## src/rtl/core/dcc_pkg.sv

```systemverilog
package dcc_pkg;

   localparam int THRESH_BITS = 10;
   localparam int DWELL_BITS  = 16;
   localparam int CSR_INDEX_BITS = 1;
   localparam int CSR_DATA_BITS  = 16;

   localparam logic [THRESH_BITS-1:0] THRESH_RESET = 10'd10;
   localparam logic [DWELL_BITS-1:0]  DWELL_RESET  = 16'd1200;

   localparam logic [CSR_INDEX_BITS-1:0] CSR_MOTION_THRESHOLD = 1'b0;
   localparam logic [CSR_INDEX_BITS-1:0] CSR_DWELL_TICKS      = 1'b1;

   typedef enum logic [2:0] {
      OP_MOTION   = 3'd0,
      OP_BUTTON   = 3'd1,
      OP_TICK     = 3'd2,
      OP_SET_TYPE = 3'd3,
      OP_REARM    = 3'd4
   } opcode_type;

   typedef enum logic [2:0] {
      CT_PRIMARY   = 3'd0,
      CT_MIDDLE    = 3'd1,
      CT_SECONDARY = 3'd2,
      CT_DOUBLE    = 3'd3,
      CT_DRAG      = 3'd4
   } press_kind_type;

   typedef enum logic [1:0] {
      ACT_NONE    = 2'd0,
      ACT_CLICK   = 2'd1,
      ACT_PRESS   = 2'd2,
      ACT_RELEASE = 2'd3
   } action_type;

   localparam logic [1:0] BTN_NONE   = 2'd0;
   localparam logic [1:0] BTN_LEFT   = 2'd1;
   localparam logic [1:0] BTN_MIDDLE = 2'd2;
   localparam logic [1:0] BTN_RIGHT  = 2'd3;

   typedef struct packed {
      action_type     action;
      logic [1:0]     button;
      press_kind_type press_kind;
      logic           running;
      logic           twice;
   } result_type;

endpackage

```

## src/rtl/core/dcc_engine.sv

```systemverilog
module dcc_engine #(
   parameter int COORD_BITS = 16,
   parameter int TIMER_BITS = 16
) (
   input  logic                               clock,
   input  logic                               reset,
   input  logic                               step,
   input  logic [2:0]                         opcode,
   input  logic signed [COORD_BITS-1:0]       pos_x,
   input  logic signed [COORD_BITS-1:0]       pos_y,
   input  logic [2:0]                         new_click_type,
   input  logic [dcc_pkg::THRESH_BITS-1:0]    motion_threshold,
   input  logic [dcc_pkg::DWELL_BITS-1:0]     dwell_ticks,
   output dcc_pkg::result_type                result
);
   import dcc_pkg::*;

   localparam int MW = (COORD_BITS + 1 > THRESH_BITS + 1) ? COORD_BITS + 1 : THRESH_BITS + 1;
   localparam int TW = (TIMER_BITS > DWELL_BITS) ? TIMER_BITS : DWELL_BITS;
   localparam logic [TIMER_BITS-1:0] TMAX = {TIMER_BITS{1'b1}};

   logic signed [COORD_BITS-1:0] rest_x_ff, rest_x_in;
   logic signed [COORD_BITS-1:0] rest_y_ff, rest_y_in;
   logic                         known_ff, known_in;
   press_kind_type               type_ff, type_in;
   logic                         drag_ff, drag_in;
   logic                         timer_ff, timer_in;
   logic [TIMER_BITS-1:0]        elapsed_ff, elapsed_in;

   logic signed [MW-1:0] dx, dy;
   logic [MW-1:0]        adx, ady, thr;
   logic                 moved;
   logic [TW-1:0]        target, dwell_ext, tmax_ext;
   logic [TIMER_BITS-1:0] elapsed_inc;
   logic                 expire;
   action_type           act;
   logic [1:0]           btn;
   logic                 twice;

   always_comb begin
      dx  = MW'(pos_x) - MW'(rest_x_ff);
      dy  = MW'(pos_y) - MW'(rest_y_ff);
      adx = dx[MW-1] ? $unsigned(-dx) : $unsigned(dx);
      ady = dy[MW-1] ? $unsigned(-dy) : $unsigned(dy);
      thr = MW'(motion_threshold);
      moved = (adx > thr) || (ady > thr);

      dwell_ext = TW'(dwell_ticks);
      tmax_ext  = TW'(TMAX);
      target    = (dwell_ticks == '0) ? TW'(1) : dwell_ext;
      if (target > tmax_ext) begin
         target = tmax_ext;
      end
      elapsed_inc = (elapsed_ff == TMAX) ? elapsed_ff : elapsed_ff + TIMER_BITS'(1);
      expire      = TW'(elapsed_inc) >= target;

      rest_x_in  = rest_x_ff;
      rest_y_in  = rest_y_ff;
      known_in   = known_ff;
      type_in    = type_ff;
      drag_in    = drag_ff;
      timer_in   = timer_ff;
      elapsed_in = elapsed_ff;
      act        = ACT_NONE;
      btn        = BTN_NONE;
      twice      = 1'b0;

      unique case (opcode)
         OP_MOTION: begin
            if (!known_ff) begin
               rest_x_in = pos_x;
               rest_y_in = pos_y;
               known_in  = 1'b1;
            end else if (moved) begin
               rest_x_in  = pos_x;
               rest_y_in  = pos_y;
               timer_in   = 1'b1;
               elapsed_in = '0;
            end
         end
         OP_BUTTON: begin
            if (timer_ff) begin
               timer_in   = 1'b0;
               elapsed_in = '0;
               drag_in    = 1'b0;
               type_in    = CT_PRIMARY;
            end
         end
         OP_TICK: begin
            if (timer_ff) begin
               elapsed_in = elapsed_inc;
               if (expire) begin
                  timer_in   = 1'b0;
                  elapsed_in = '0;
                  if (drag_ff) begin
                     drag_in = 1'b0;
                     act     = ACT_RELEASE;
                     btn     = BTN_LEFT;
                     type_in = CT_PRIMARY;
                  end else begin
                     unique case (type_ff)
                        CT_PRIMARY: begin
                           act = ACT_CLICK;
                           btn = BTN_LEFT;
                        end
                        CT_MIDDLE: begin
                           act     = ACT_CLICK;
                           btn     = BTN_MIDDLE;
                           type_in = CT_PRIMARY;
                        end
                        CT_SECONDARY: begin
                           act     = ACT_CLICK;
                           btn     = BTN_RIGHT;
                           type_in = CT_PRIMARY;
                        end
                        CT_DOUBLE: begin
                           act     = ACT_CLICK;
                           btn     = BTN_LEFT;
                           twice   = 1'b1;
                           type_in = CT_PRIMARY;
                        end
                        CT_DRAG: begin
                           act     = ACT_PRESS;
                           btn     = BTN_LEFT;
                           drag_in = 1'b1;
                        end
                        default: begin
                           act = ACT_NONE;
                        end
                     endcase
                  end
               end
            end
         end
         OP_SET_TYPE: begin
            if (new_click_type <= CT_DRAG) begin
               type_in = press_kind_type'(new_click_type);
            end
         end
         OP_REARM: begin
            known_in = 1'b0;
         end
         default: begin
            known_in = known_ff;
         end
      endcase

      result.action     = act;
      result.button     = btn;
      result.press_kind = type_in;
      result.running    = timer_in;
      result.twice      = twice;
   end

   always_ff @(posedge clock) begin
      if (reset) begin
         known_ff   <= 1'b0;
         type_ff    <= CT_PRIMARY;
         drag_ff    <= 1'b0;
         timer_ff   <= 1'b0;
         elapsed_ff <= '0;
      end else if (step) begin
         known_ff   <= known_in;
         type_ff    <= type_in;
         drag_ff    <= drag_in;
         timer_ff   <= timer_in;
         elapsed_ff <= elapsed_in;
      end
   end

   always_ff @(posedge clock) begin
      if (step) begin
         rest_x_ff <= rest_x_in;
         rest_y_ff <= rest_y_in;
      end
   end

endmodule

```

## src/rtl/core/dwell_click_controller.sv

```systemverilog
// An accepted item waits in the input register until the result register is free; it is
// then processed, which updates the state and puts its first result in the result register.
// Throughput: one item per cycle while rsp_stall is low, set by the single state update
// between input and result registers; a double click holds input for its second result.
// Reset clears the position flag, timer, drag and click type (primary), sets
// motion_threshold to 10 and dwell_ticks to 1200, and empties both registers.
module dwell_click_controller #(
   parameter int COORD_BITS = 16,
   parameter int TIMER_BITS = 16
) (
   input  logic                                 clock,
   input  logic                                 reset,
   input  logic                                 req_valid,
   output logic                                 req_stall,
   input  logic [2:0]                           req_opcode,
   input  logic signed [COORD_BITS-1:0]         req_pos_x,
   input  logic signed [COORD_BITS-1:0]         req_pos_y,
   input  logic [2:0]                           req_new_click_type,
   output logic                                 rsp_valid,
   input  logic                                 rsp_stall,
   output logic [1:0]                           rsp_action,
   output logic [1:0]                           rsp_button_number,
   output logic [2:0]                           rsp_current_type,
   output logic                                 rsp_dwell_running,
   output logic                                 rsp_last_result,
   input  logic                                 csr_valid,
   output logic                                 csr_ready,
   input  logic [dcc_pkg::CSR_INDEX_BITS-1:0]   csr_index,
   input  logic [dcc_pkg::CSR_DATA_BITS-1:0]    csr_data
);
   import dcc_pkg::*;

   logic [THRESH_BITS-1:0]       threshold_ff;
   logic [DWELL_BITS-1:0]        dwell_ff;

   logic                         in_valid_ff;
   logic [2:0]                   in_opcode_ff;
   logic signed [COORD_BITS-1:0] in_pos_x_ff;
   logic signed [COORD_BITS-1:0] in_pos_y_ff;
   logic [2:0]                   in_type_ff;

   logic                         out_valid_ff;
   logic                         out_second_ff;
   logic                         out_last_ff;
   result_type                   out_ff;

   result_type                   result;
   logic                         out_take;
   logic                         out_free;
   logic                         process;
   logic                         req_take;

   assign csr_ready = 1'b1;

   always_ff @(posedge clock) begin
      if (reset) begin
         threshold_ff <= THRESH_RESET;
         dwell_ff     <= DWELL_RESET;
      end else if (csr_valid && csr_ready) begin
         unique case (csr_index)
            CSR_MOTION_THRESHOLD: threshold_ff <= csr_data[THRESH_BITS-1:0];
            CSR_DWELL_TICKS:      dwell_ff     <= csr_data[DWELL_BITS-1:0];
            default:              dwell_ff     <= dwell_ff;
         endcase
      end
   end

   assign out_take  = out_valid_ff && !rsp_stall;
   assign out_free  = !out_valid_ff || (out_take && !out_second_ff);
   assign process   = in_valid_ff && out_free;
   assign req_stall = in_valid_ff && !process;
   assign req_take  = req_valid && !req_stall;

   dcc_engine #(
      .COORD_BITS (COORD_BITS),
      .TIMER_BITS (TIMER_BITS)
   ) u_engine (
      .clock            (clock),
      .reset            (reset),
      .step             (process),
      .opcode           (in_opcode_ff),
      .pos_x            (in_pos_x_ff),
      .pos_y            (in_pos_y_ff),
      .new_click_type   (in_type_ff),
      .motion_threshold (threshold_ff),
      .dwell_ticks      (dwell_ff),
      .result           (result)
   );

   always_ff @(posedge clock) begin
      if (reset) begin
         in_valid_ff <= 1'b0;
      end else if (req_take) begin
         in_valid_ff <= 1'b1;
      end else if (process) begin
         in_valid_ff <= 1'b0;
      end
   end

   always_ff @(posedge clock) begin
      if (req_take) begin
         in_opcode_ff <= req_opcode;
         in_pos_x_ff  <= req_pos_x;
         in_pos_y_ff  <= req_pos_y;
         in_type_ff   <= req_new_click_type;
      end
   end

   always_ff @(posedge clock) begin
      if (reset) begin
         out_valid_ff  <= 1'b0;
         out_second_ff <= 1'b0;
      end else if (process) begin
         out_valid_ff  <= 1'b1;
         out_second_ff <= result.twice;
      end else if (out_take && out_second_ff) begin
         out_second_ff <= 1'b0;
      end else if (out_take) begin
         out_valid_ff <= 1'b0;
      end
   end

   always_ff @(posedge clock) begin
      if (process) begin
         out_ff      <= result;
         out_last_ff <= !result.twice;
      end else if (out_take && out_second_ff) begin
         out_last_ff <= 1'b1;
      end
   end

   assign rsp_valid         = out_valid_ff;
   assign rsp_action        = out_ff.action;
   assign rsp_button_number = out_ff.button;
   assign rsp_current_type  = out_ff.press_kind;
   assign rsp_dwell_running = out_ff.running;
   assign rsp_last_result   = out_last_ff;

endmodule

```

## config.mk

```make
export PLATFORM = sky130hd
export DESIGN_NAME = dwell_click_controller
export DESIGN_NICKNAME = d
export VERILOG_FILES = /design/src/rtl/core/dcc_pkg.sv /design/src/rtl/core/dcc_engine.sv /design/src/rtl/core/dwell_click_controller.sv
export SDC_FILE = /design/constraint.sdc
export NUM_CORES = 1
export LEC_CHECK = 0
export ABC_AREA = 1
export ABC_CLOCK_PERIOD_IN_PS = 6000
export BUFFER_PORTS_ARGS = -buffer_cell sky130_fd_sc_hd__clkbuf_2
export CORE_ASPECT_RATIO = 0.9
export CORE_UTILIZATION = 61
export CTS_CLUSTER_DIAMETER = 30
export DETAILED_ROUTE_END_ITERATION = 16
export PLACE_DENSITY = 0.78
export SLEW_MARGIN = 20
export SYNTH_ARGS = -nofsm -noshare
export SYNTH_HDL_FRONTEND = slang
export SYNTH_SLANG_ARGS = --single-unit
export TNS_END_PERCENT = 50
```

## constraint.sdc

```tcl
create_clock -name clock -period 6 [get_ports clock]
set_input_delay 1.2 -clock clock [delete_from_list [all_inputs] [get_ports clock]]
set_output_delay 1.2 -clock clock [all_outputs]
set_load 0.01 [all_outputs]
```

[After elaboration in Yosys (flattened, before gate mapping)]
Cells that the tools add are included.
Widths: inputs -> output; s select.
Word-level totals
  word-level logic and storage cells: 139
  memories: 0
  input bits: 60
  output and inout bits: 12
  memory bits (read-only): 0
  flip-flop bits (word level): 130
  RAM bits: 0
  latch bits: 0
Operators by class
  multiplexer cells: 52
  div/mod/pow operators: 0
  bitwise operators: 4
  shifts and indexed selects: 0
  $lt $le $gt $ge: 5
  multipliers: 0
  add/subtract/negate cells: 5
  reduce and logical (&&, ||, !) cells: 35
  equality and inequality tests: 16
Operators by type and width (number)
  $mux 16: 12
  $pmux 16 s3: 1
  $gt 17x10->1: 2
  $mux 17: 2
  $neg 17->17: 2
  $sub 16x16->17: 2
  $mux 1: 24
  $mux 3: 6
  $add 16x1->16 const B: 1
  $eq 16x16->1 const B: 1
  $ge 16x16->1: 1
  $gt 16x16->1 const B: 1
  $logic_not 16->1: 1
  $eq 3x2->1 const B: 4
  $ne 2x1->1 const B: 5
  $reduce_bool 2->1: 5
  $pmux 3 s3: 1
  $reduce_and 2->1: 4
  $reduce_or 4->1: 2
  $eq 3x1->1 const B: 2
  $eq 3x3->1 const B: 2
  $logic_and 1x1->1: 6
  $logic_not 1->1: 6
  $logic_not 3->1: 2
  14 further kinds: 22

[Longest topological paths before layout]
Gate-level depths: netlist (run 1).
  depth in word-level cells: 10
  mapped depth: 34
  depth with buffers taken out: 33

[By module]
From an unflattened synthesis (run 1), not the netlist that was laid out.
Unflattened totals
  cell total of the unflattened synthesis: 1293
  area total of the unflattened synthesis: 9205.1 µm²
By module, submodules not included
  dcc_engine: cells each 1105, sequential area each 1401.3 µm², area each 6710.2 µm², instances 1
  dwell_click_controller: cells each 188, sequential area each 1991.9 µm², area each 2494.9 µm², instances 1

[Worst setup path after synthesis (run 1)]
Ideal clock, no wire load.
  path kind: reg2reg
  from: register in_pos_y_ff[0]
  to: register u_engine.rest_x_ff[0], enable pin
  data required time: 5613 ps
  cell stages (with the launch flop): 32
  library setup time: 387 ps
  path buffers: 1
  data arrival time: 3931 ps
  clock period less this slack: 4318 ps
  setup slack: 1682 ps
  cells stage by stage: edfxtp_1 -> inv_1 -> ha_1 -> fa_1 -> inv_1 -> nand2_1 -> nand2_1 -> nand3_1 -> nand2_1 -> nand3_2 -> nand2_1 -> nand2_1 -> nand2_2 -> buf_4 -> nand2_1 -> xnor2_1 -> inv_1 -> ha_1 -> nand4_1 -> nor3_1 -> nand2_1 -> o211ai_1 -> nand2_1 -> nand2_1 -> nand2_1 -> nand3_1 -> nor2_1 -> nand2_1 -> nor2_4 -> nand3_1 -> o21bai_1 -> inv_1
Between the ends
  cells in the longest elaborated chain, start to end: 7
Ends and longest elaborated chain
  from (decl): line dwell_click_controller.sv:39  | logic signed [COORD_BITS-1:0] in_pos_y_ff;
  from (signal assigned): line dwell_click_controller.sv:104  | in_pos_y_ff <= req_pos_y;
  $sub 16x16->17 (*): line dcc_engine.sv:42  | dy = MW'(pos_y) - MW'(rest_y_ff);
  $neg 17->17: line dcc_engine.sv:44  | ady = dy[MW-1] ? $unsigned(-dy) : $unsigned(dy);
  $mux 17 (*): line dcc_engine.sv:44
  $gt 17x10->1 (*): line dcc_engine.sv:46  | moved = (adx > thr) || (ady > thr);
  $logic_or 1x1->1 (*): line dcc_engine.sv:46
  $ne 2x2->1 (no source line) (*)
  $reduce_and 3->1 (no source line) (*)
  to (signal assigned): line dcc_engine.sv:173  | rest_x_ff <= rest_x_in;
  to (decl): line dcc_engine.sv:22  | logic signed [COORD_BITS-1:0] rest_x_ff, rest_x_in;
Every way passes the cells marked *; elsewhere a longest branch is shown, timed or not.
A chain may end at the register's enable or synchronous reset.

[Worst setup path in the final report (run 1)]
  from: register in_pos_y_ff[0]
  to: register u_engine.rest_x_ff[7], enable pin
The elaborated chain is that of the path after synthesis.

==> results of run 1 <==
placed cells by master, fill, tap and decap left out, types with 16 or more instances in the layout:
| cell type | n |
|---|---|
| clkbuf_16 | 17 |
| xor2_1 | 18 |
| nand3_1 | 67 |
| inv_1 | 223 |
| dfxtp_1 | 51 |
| nand2_1 | 340 |
| nand3b_1 | 16 |
| nand4_1 | 28 |
| clkbuf_2 | 70 |
| edfxtp_1 | 79 |
| nor2_1 | 126 |
| o21ai_0 | 49 |
| a21oi_1 | 68 |
| ha_1 | 71 |
layer usage:
layer / track usage (%) / vias to the layer above / share of wire, %
li1: - / 4184 / -
met1: 37.0 / 3654 / 48
met2: 42.6 / 243 / 45
met3: 5.23 / 33 / 5.4
met4: 8.55 / 0 / 1.8
met5: 0 / - / 0
kinds of logic after synthesis:
logic type / Yosys count / share of synthesized area (%)
other: 1 / 0.0415
muxes: 1 / 0.124
xor gates and xnor gates: 22 / 2.13
DFF: 130 / 37.5
adders and majority gates: 73 / 10.3
buffers and inverters: 248 / 10.8
and+or+nand+nor: 629 / 30.3
AOI/OAI and AO/OA: 145 / 8.84
area by class of cell:
cell class              instances  area, um^2  area share, %
clock inverters                15         173           1.70
well taps                     193         241           2.38
repair buffers                 74         380           3.74
flip-flops and latches        130        3390           33.4
clock buffers                  17         425           4.19
multi-input cells             871        4680           46.1
inverters                     230         863           8.50
through the flow:
stage               hold slack (ns)  cell area, um^2  instances  setup slack [ns]
floorplan                     0.426             9050       1249              1.68
global placement              0.429             9560       1498              1.56
detailed placement            0.439             9560       1498              1.33
CTS                           0.452            10200       1530              1.32
global route                  0.463            10200       1530             0.731
finish                        0.451            10200       1530              1.34
sequential cells by signal (all words and copies together) (netlist names), 2 cells and up:
register and flops:
dwell_ff 16, in_opcode_ff 3, in_pos_x_ff 16, in_pos_y_ff 16, in_type_ff 3, rsp_action 2, rsp_button_number 2, rsp_current_type 3
threshold_ff 10, u_engine.elapsed_ff 16, u_engine.rest_x_ff 16, u_engine.rest_y_ff 16, u_engine.type_ff 3
worst paths after layout:
path                                startpoint               endpoint  slack [ns]  depth (start not counted)
worst max-delay path            in_pos_y_ff[0]  u_engine.rest_x_ff[7]        1.34                         32
worst min-delay path            in_pos_x_ff[0]  u_engine.rest_x_ff[0]        0.45                          0
worst max register to register  in_pos_y_ff[0]  u_engine.rest_x_ff[7]        1.34                         32
worst min register to register  in_pos_x_ff[0]  u_engine.rest_x_ff[0]        0.45                          0
critical path: cells and delay by family, from the launching register on:
kind / cells / cell delay, ns
XOR/XNOR: 1 / 0.15
flip-flops: 1 / 0.35
adder cells (fa/ha/maj): 3 / 0.86
buffers and inverters: 6 / 0.82
AND/OR/NAND/NOR: 20 / 1.94
AO/OA/AOI/OAI: 2 / 0.17
where the power goes:
| part | leakage (nW) | switching, mW | internal, mW |
|---|---|---|---|
| registers | 1.16 | 0.0218 | 0.990 |
| clock network | 0.289 | 0.433 | 0.624 |
| logic | 3.63 | 0.301 | 0.172 |
| total | 5.08 | 0.755 | 1.79 |
cells in the mapped netlist, types with 2 or more instances:
library cell / instances
fa_1: 2
dfxtp_1: 51
nand2_2: 15
a31oi_1: 5
nor3_1: 13
nand3b_1: 16
xnor2_1: 4
nand3_1: 67
nor4_1: 4
ha_1: 71
inv_2: 6
buf_4: 3
a211oi_1: 2
buf_6: 3
edfxtp_1: 79
nand2_1: 340
nand4_1: 28
o21ai_0: 49
a21oi_1: 68
nor2_2: 9
clkbuf_1: 11
inv_1: 223
xor2_1: 18
nor2_1: 127
nand3_2: 5
o211ai_1: 13
==> summary.md, run 1 <==
| Metric | Value |
|---|---|
| Seq/Total Area, Yosys | between 30% and 40% |
| Pwr Density | about 250 nW/um^2 |
| Total CTS buffers | 17 |
| Hold buffers post-CTS | 0 |
| DRC | 0 |
| Max IR drop VDD | 0.000235 V |
| Number of max-cap violations | 0 |
| Post-synthesis cell count | 1249 |
| Final Power | 2.54 mW |
| Clk_lat worst skew | roughly 0.43 ns |
| 1st-pass router iterations | 7 |
| Final period util | between 70% and 80% |
| Overflow left after global routing | 0 |
| Critical Path End Type | flip-flop |
| CP Max Fanout | 32 |
| Fmax | approximately 0.21 GHz |
| Startpoint Class | flip-flop |
| Worst stage delay on the critical path | around 0.4 ns |
| Worst Max-Slew Pin Slew | between 1 and 1.5 ns |
| Crit-path slowest cell | buf_4 |
| Global-route wire length before repair | 32900 um |
| Final hold viol count | 0 |
| Post-DP HPWL | approximately 15000 um |
| Final min period | around 4.7 ns |
| Initial Utilization | between 60% and 70% |
| Final setup vio count | 0 |
| Final nets | around 1500 |
| Setup_tns | 0 ns |
| Leak | 5.08 nW |
| Synth unique cells | between 40 and 50 |
| H-tree level count | 4 |
| Area grow syn2layout | 12.3% |
| All-Layer GR Usage | 27.0% |
| Final Max Slew Viols | 0 |
| # rows | 41 |
| Worst slew margin | approximately a quarter |
| Synthesized flop and latch total | 130 |
| Post-synthesis net count | roughly 1400 |
| Layout cells sized above 1 | between 10% and 20% |
| Global placement routability congestion | slightly above 0.9 |
| Critical path class | flip-flop to flip-flop |
| Clock Sinks | between 100 and 150 |
| FILL cells | 1187 |
| CP Data Arrival Time | roughly 4.7 ns |
| Ys Warns | 0 |
| Post-synth EDFFs | between 70 and 80 |
| # diodes | 0 |
| Via count | roughly 8100 |
| IO Port Bufs | 70 |
| CP dominant cell by count | nand2_1 |
| Mapped Area | slightly above 9000 um^2 |
| CTS tree | built |
| DIE WIDTH | ~130 um |
| RSZ-0062 raised after global routing | false |
| Post-synth ARST share | 0% |
| Req. time, crit path | between 6 and 7 ns |
| Die height | between 100 and 150 um |
| Yosys top cell by area | edfxtp_1 |
| Core Box Area | 14300 um^2 |
| Status | complete, no violations |
| Starting DRT DRC Count | just under 700 |
| Final clock skew | approximately 0.013 ns |
| Largest net degree at the start of global routing | 39 |
| Setup Buffers After CTS | 0 |
| Routed Antenna Nets | 0 |
| Top_reg_cell synth | edfxtp_1 |
| Vias per cell | ~5.3 |
| Core Util, Final | between 70% and 80% |
| Final wirelength | ~20000 um |
| Routed len/inst | around 13 um |
| Initial antenna violation count | 0 |
| Clock slew at reported path FFs | about 0.060 ns |
| Vias in the first global route | 7262 |
| Synth top area cells | edfxtp_1 (26%), nand2_1 (14%), dfxtp_1 (11%) |
| Post-CTS Resized | 0 |
| Clk root buf | clkbuf_16 |
| CTS Buffer Depth | 2 |
| Synth top area share | a little over a quarter |
| Syn_area_per_cell | between 7 and 8 um^2 |
| IO Count | 72 |
| Die Footprint | 15300 um^2 |
| Worst hold path type | flip-flop to flip-flop |
(Power assumes the default switching activity.)
==> inputs of run 2 (changes only) <==
ABC_CLOCK_PERIOD_IN_PS = 4400   (was 6000)
clock period = 4.4 ns   (was 6 ns; I/O delays follow)
==> summary.md, run 2 (same netlist as run 1, synthesis figures left out) <==
| Metric | Value |
|---|---|
| Status | complete, no violations |
| DRC | 0 |
| Die height | approximately 120 um |
| Footprint of the multi-input gates | approximately 4800 um^2 |
| Clock slew at reported path FFs | ~0.060 ns |
| Commonest non-fill, non-tap cell in the layout | nand2_1 |
| Routed Antenna Nets | 0 |
| Worst Max-Slew Pin Slew | between 0.9 and 1 ns |
| Clock Sinks | 130 |
| Routed len/inst | around 13 um |
| PnR worst setup slack | 0.0594 ns |
| Critical path class | flip-flop to flip-flop |
| Final min period | approximately 4.3 ns |
| Final nets | 1473 |
| Fmax | roughly 0.23 GHz |
| Vias in the first global route | 7174 |
| FILL cells | around 1100 |
| Worst slew margin | 39.3% |
| Clk_lat worst skew | roughly 0.43 ns |
| Req. time, crit path | 4.59 ns |
| Largest net degree at the start of global routing | 34 |
| Initial Utilization | between 60% and 70% |
| CTS tree | built |
| Post-DP Area | ~9600 um^2 |
| Max IR drop VDD | approximately 0.00035 V |
| # diodes | 0 |
| Hold Slack | roughly 0.45 ns |
| Final setup vio count | 0 |
| RSZ-0062 raised after global routing | true |
| Global placement routability congestion | 0.901 |
| All-Layer GR Usage | a little over a quarter |
| IO Count | roughly 70 |
| Post-Layout Inst Area | about 10000 um^2 |
| 1st-pass router iterations | 6 |
| Storage cell area | 3390 um^2 |
| Leak | approximately 5.2 nW |
| Via count | approximately 8000 |
| Layout cells sized above 1 | between 10% and 20% |
| Area grow syn2layout | 16.0% |
| # rows | between 40 and 50 |
| DIE WIDTH | about 130 um |
| Total CTS buffers | 17 |
| Final hold viol count | 0 |
| Final wirelength | slightly above 20000 um |
| Overflow left after global routing | 0 |
| Initial antenna violation count | 0 |
| Core Box Area | between 10000 and 15000 um^2 |
| Worst hold path type | flip-flop to flip-flop |
| Starting DRT DRC Count | between 700 and 800 |
| Startpoint Class | flip-flop |
| Final Max Slew Viols | 0 |
| CP Max Fanout | 8 |
| Final clock skew | ~0.0072 ns |
| Clk root buf | clkbuf_16 |
| Highest-count cells in the layout ignoring fill and taps | nand2_1 (335), inv_1 (217), nor2_1 (121) |
| Place WS | about 0.094 ns |
| H-tree level count | 4 |
| Hold buffers post-CTS | 0 |
| CTS Buffer Depth | 2 |
| Die Footprint | between 15000 and 20000 um^2 |
| Post-DP HPWL | 15000 um |
| Global-route wire length before repair | between 30000 and 40000 um |
| IO Port Bufs | 70 |
| Critical Path End Type | flip-flop |
| Final Power | 3.57 mW |
| Vias per cell | 5.31 |
| CP Data Arrival Time | around 4.5 ns |
| Final period util | between 90% and 100% |
| Number of max-cap violations | 0 |
| Pwr Density | approximately 340 nW/um^2 |
[run 2: metrics by stage]
stage,setup TNS (ns),instances,util (%)
after floorplan,0,1249,-
after global routing,-7.00,1546,73.6
final,0,1546,73.6
after detailed placement,0,1503,67.5
after global placement,0,1503,67.5
after CTS,0,1535,71.8
[run 2: final timing paths]
path | start | to | slack, ns | depth (start not counted)
worst max-delay path | u_engine.rest_x_ff[0] | u_engine.rest_y_ff[15] | 0.06 | 26
worst min-delay path | in_pos_y_ff[0] | u_engine.rest_y_ff[0] | 0.45 | 0
worst max register to register | u_engine.rest_x_ff[0] | u_engine.rest_y_ff[15] | 0.06 | 26
worst min register to register | in_pos_y_ff[0] | u_engine.rest_y_ff[0] | 0.45 | 0
[run 2: area by class of cell]
class                      count  share of cell area (%)
inverter                     230                    8.23
timing repair buffer          90                    5.34
clock buffer                  20                    4.55
clock inverter                12                    1.36
tap                          193                    2.30
sequential                   130                    32.3
multi-input combinational    871                    45.9
[run 2: critical path, cell delays in order, from the launching register on]
cell and delay, ns:
edfxtp_1 0.38, ha_2 0.21, fa_2 0.62, ha_4 0.14, inv_2 0.03, nor2_1 0.10, nand3_1 0.10, nor2_1 0.12
nand2_1 0.12, nand2_1 0.10, xor2_1 0.17, ha_1 0.28, nand2_1 0.15, nor2_4 0.05, and3_4 0.15, nand2_2 0.05
nand4_1 0.09, a21o_1 0.17, nand2_1 0.06, nand2_1 0.05, nor2_1 0.10, nand3_1 0.12, nor2_4 0.16, nand3_2 0.10
o21bai_1 0.18, inv_2 0.13, clkbuf_16 0.19
[run 2: what timing repair did]
action                     in CTS  in global routing
resized for setup               0                 38
setup endpoints to repair       0                 51
setup buffers                   0                  9
[run 2: layer usage]
| metal | track usage, % | wire [um] | vias up |
|---|---|---|---|
| met5 | 0 | 0 | - |
| met4 | 9.99 | 507 | 0 |
| met3 | 5.91 | 1120 | 49 |
| met2 | 42.1 | 9360 | 245 |
| met1 | 37.4 | 9610 | 3689 |
| li1 | - | - | 4222 |
[run 2: report_power, final]
part | switching (mW) | internal [mW]
combinational | 0.442 | 0.261
sequential | 0.0294 | 1.35
clock | 0.575 | 0.908
total | 1.05 | 2.52
==> inputs of run 3 (changes only) <==
CAP_MARGIN = 20   (was not set)
CTS_CLUSTER_DIAMETER = not set   (was 30)
MAX_ROUTING_LAYER = met4   (was not set)
==> summary.md, run 3 (same netlist as run 1, synthesis figures left out) <==
| Metric | Value |
|---|---|
| Initial Utilization | 63.4% |
| Leak | roughly 5.2 nW |
| Startpoint Class | flip-flop |
| Core Util, Final | about three quarters |
| # rows | 41 |
| CP Max Fanout | 8 |
| Final clock skew | about 0.010 ns |
| Post-DP Area | about 9600 um^2 |
| CP Data Arrival Time | 4.57 ns |
| # diodes | 0 |
| Global-route wire length before repair | between 30000 and 40000 um |
| Overflow left after global routing | 0 |
| Post-DP HPWL | approximately 15000 um |
| Vias per cell | 5.32 |
| Clock Sinks | 130 |
| Crit-path slowest cell | fa_2 |
| Critical Path End Type | flip-flop |
| Pwr Density | approximately 330 nW/um^2 |
| CTS Buffer Depth | 2 |
| Worst slew margin | between 30% and 40% |
| Clk root buf | clkbuf_16 |
| Status | complete, no violations |
| CTS tree | built |
| Post-Layout Inst Area | approximately 11000 um^2 |
| Worst stage delay on the critical path | just over 0.6 ns |
| All-Layer GR Usage | between 20 and 30% |
| Worst Max-Slew Pin Slew | ~0.95 ns |
| Global placement routability congestion | 0.894 |
| Footprint of the multi-input gates | 4930 um^2 |
| RSZ-0062 raised after global routing | true |
| Fmax | roughly 0.23 GHz |
| Largest delay contributor family on the critical path | simple AND/OR/NAND/NOR gates |
| DRC | 0 |
| Critical path class | flip-flop to flip-flop |
| Routed len/inst | 13.5 um |
| Routed Antenna Nets | 0 |
| Final Power | between 3 and 4 mW |
| Final min period | approximately 4.4 ns |
| Max IR drop VDD | 0.000286 V |
| Req. time, crit path | approximately 4.6 ns |
| Hold Slack | 0.449 ns |
| Final setup vio count | 0 |
| Largest net degree at the start of global routing | 34 |
| Area grow syn2layout | 17.1% |
| WP buf/inv | 4 |
| Initial antenna violation count | 0 |
| Inst Count DP | 1502 |
| CP dominant cell by count | nor2_2 |
| Highest-count cells in the layout ignoring fill and taps | nand2_1 (329), inv_1 (218), nor2_1 (120) |
| Starting DRT DRC Count | around 570 |
| Final hold viol count | 0 |
| Commonest non-fill, non-tap cell in the layout | nand2_1 |
| 1st-pass router iterations | 6 |
| Final wirelength | 20900 um |
| Vias in the first global route | around 7400 |
| IO Port Bufs | 70 |
| FILL cells | 1126 |
| H-tree level count | 4 |
| Storage cell area | approximately 3400 um^2 |
| IO Count | between 70 and 80 |
| Clk_lat worst skew | ~0.43 ns |
| Final period util | between 90% and 100% |
| Layout cells sized above 1 | between 15 and 20% |
| Finished Layout Cells | roughly 1600 |
| Final nets | around 1500 |
| Total CTS buffers | 17 |
| Clock slew at reported path FFs | about 0.060 ns |
| Final Max Slew Viols | 0 |
| Die Footprint | about 15000 um^2 |
| Die height | 118 um |
| Number of max-cap violations | 0 |
| Worst hold path type | flip-flop to flip-flop |
| DIE WIDTH | 130 um |
| Via count | 8249 |
| Core Box Area | about 14000 um^2 |
run 3: changes by cell type in the layout (fill, tap and decap cells not counted), sizes merged:
cell	previous run	this run
nand3	73	75
buf	18	21
inv	234	240
clkbuf	92	89
bufinv	2	1
clkinvlp	1	3
clkinv	5	1
run 3: layout make-up:
| type | instances | area share, % |
|---|---|---|
| clock buffer | 17 | 4.02 |
| timing repair buffer | 93 | 5.46 |
| inverter | 230 | 8.15 |
| multi-input combinational | 873 | 46.6 |
| tap | 193 | 2.28 |
| clock inverter | 15 | 1.50 |
| sequential | 130 | 32.0 |
run 3: final timing paths:
kind,from,endpoint,slack (ns),cells past startpoint
worst max-delay path,u_engine.rest_x_ff[0],u_engine.rest_x_ff[6],0.02,28
worst max register to register,u_engine.rest_x_ff[0],u_engine.rest_x_ff[6],0.02,28
worst min-delay path,in_pos_x_ff[0],u_engine.rest_x_ff[0],0.45,0
worst min register to register,in_pos_x_ff[0],u_engine.rest_x_ff[0],0.45,0
run 3: worst reg2reg max path, delay by kind of cell, from the launching register on:
kind / cells / cell delay, ns
buf+inv: 4 / 0.44
simple gates: 17 / 1.54
compound gates: 2 / 0.40
fa+ha+maj: 4 / 1.22
flops: 1 / 0.42
xor+xnor: 1 / 0.16
run 3: what timing repair did:
action / 4_1_cts / 5_1_grt
buffers inserted: 0 / 12
endpoints found under the setup margin: 0 / 52
resized for setup: 0 / 57
hold buffers: 0 / 0
run 3: routing by layer:
layer  part of all wire [%]  routed length, um  vias up  track usage (%)
met4                    1.6                340        0             9.77
met3                    5.3               1100       33             4.77
met5                      0                  0        -                -
li1                       -                  -     4242                -
met2                     46               9650      235             43.5
met1                     47               9810     3739             36.7
run 3: power by group:
| group | internal, mW | switching [mW] | leakage (nW) |
|---|---|---|---|
| logic | 0.270 | 0.452 | 3.75 |
| registers | 1.35 | 0.0295 | 1.16 |
| clock network | 0.803 | 0.611 | 0.280 |
| total | 2.42 | 1.09 | 5.19 |
run 3: through the flow:
stage | worst slack, ns | setup TNS [ns]
after global placement | 0.280 | 0
after CTS | 0.117 | 0
after floorplan | 0.0820 | 0
final | 0.0182 | 0
after detailed placement | 0.133 | 0
after global routing | -0.241 | -9.52
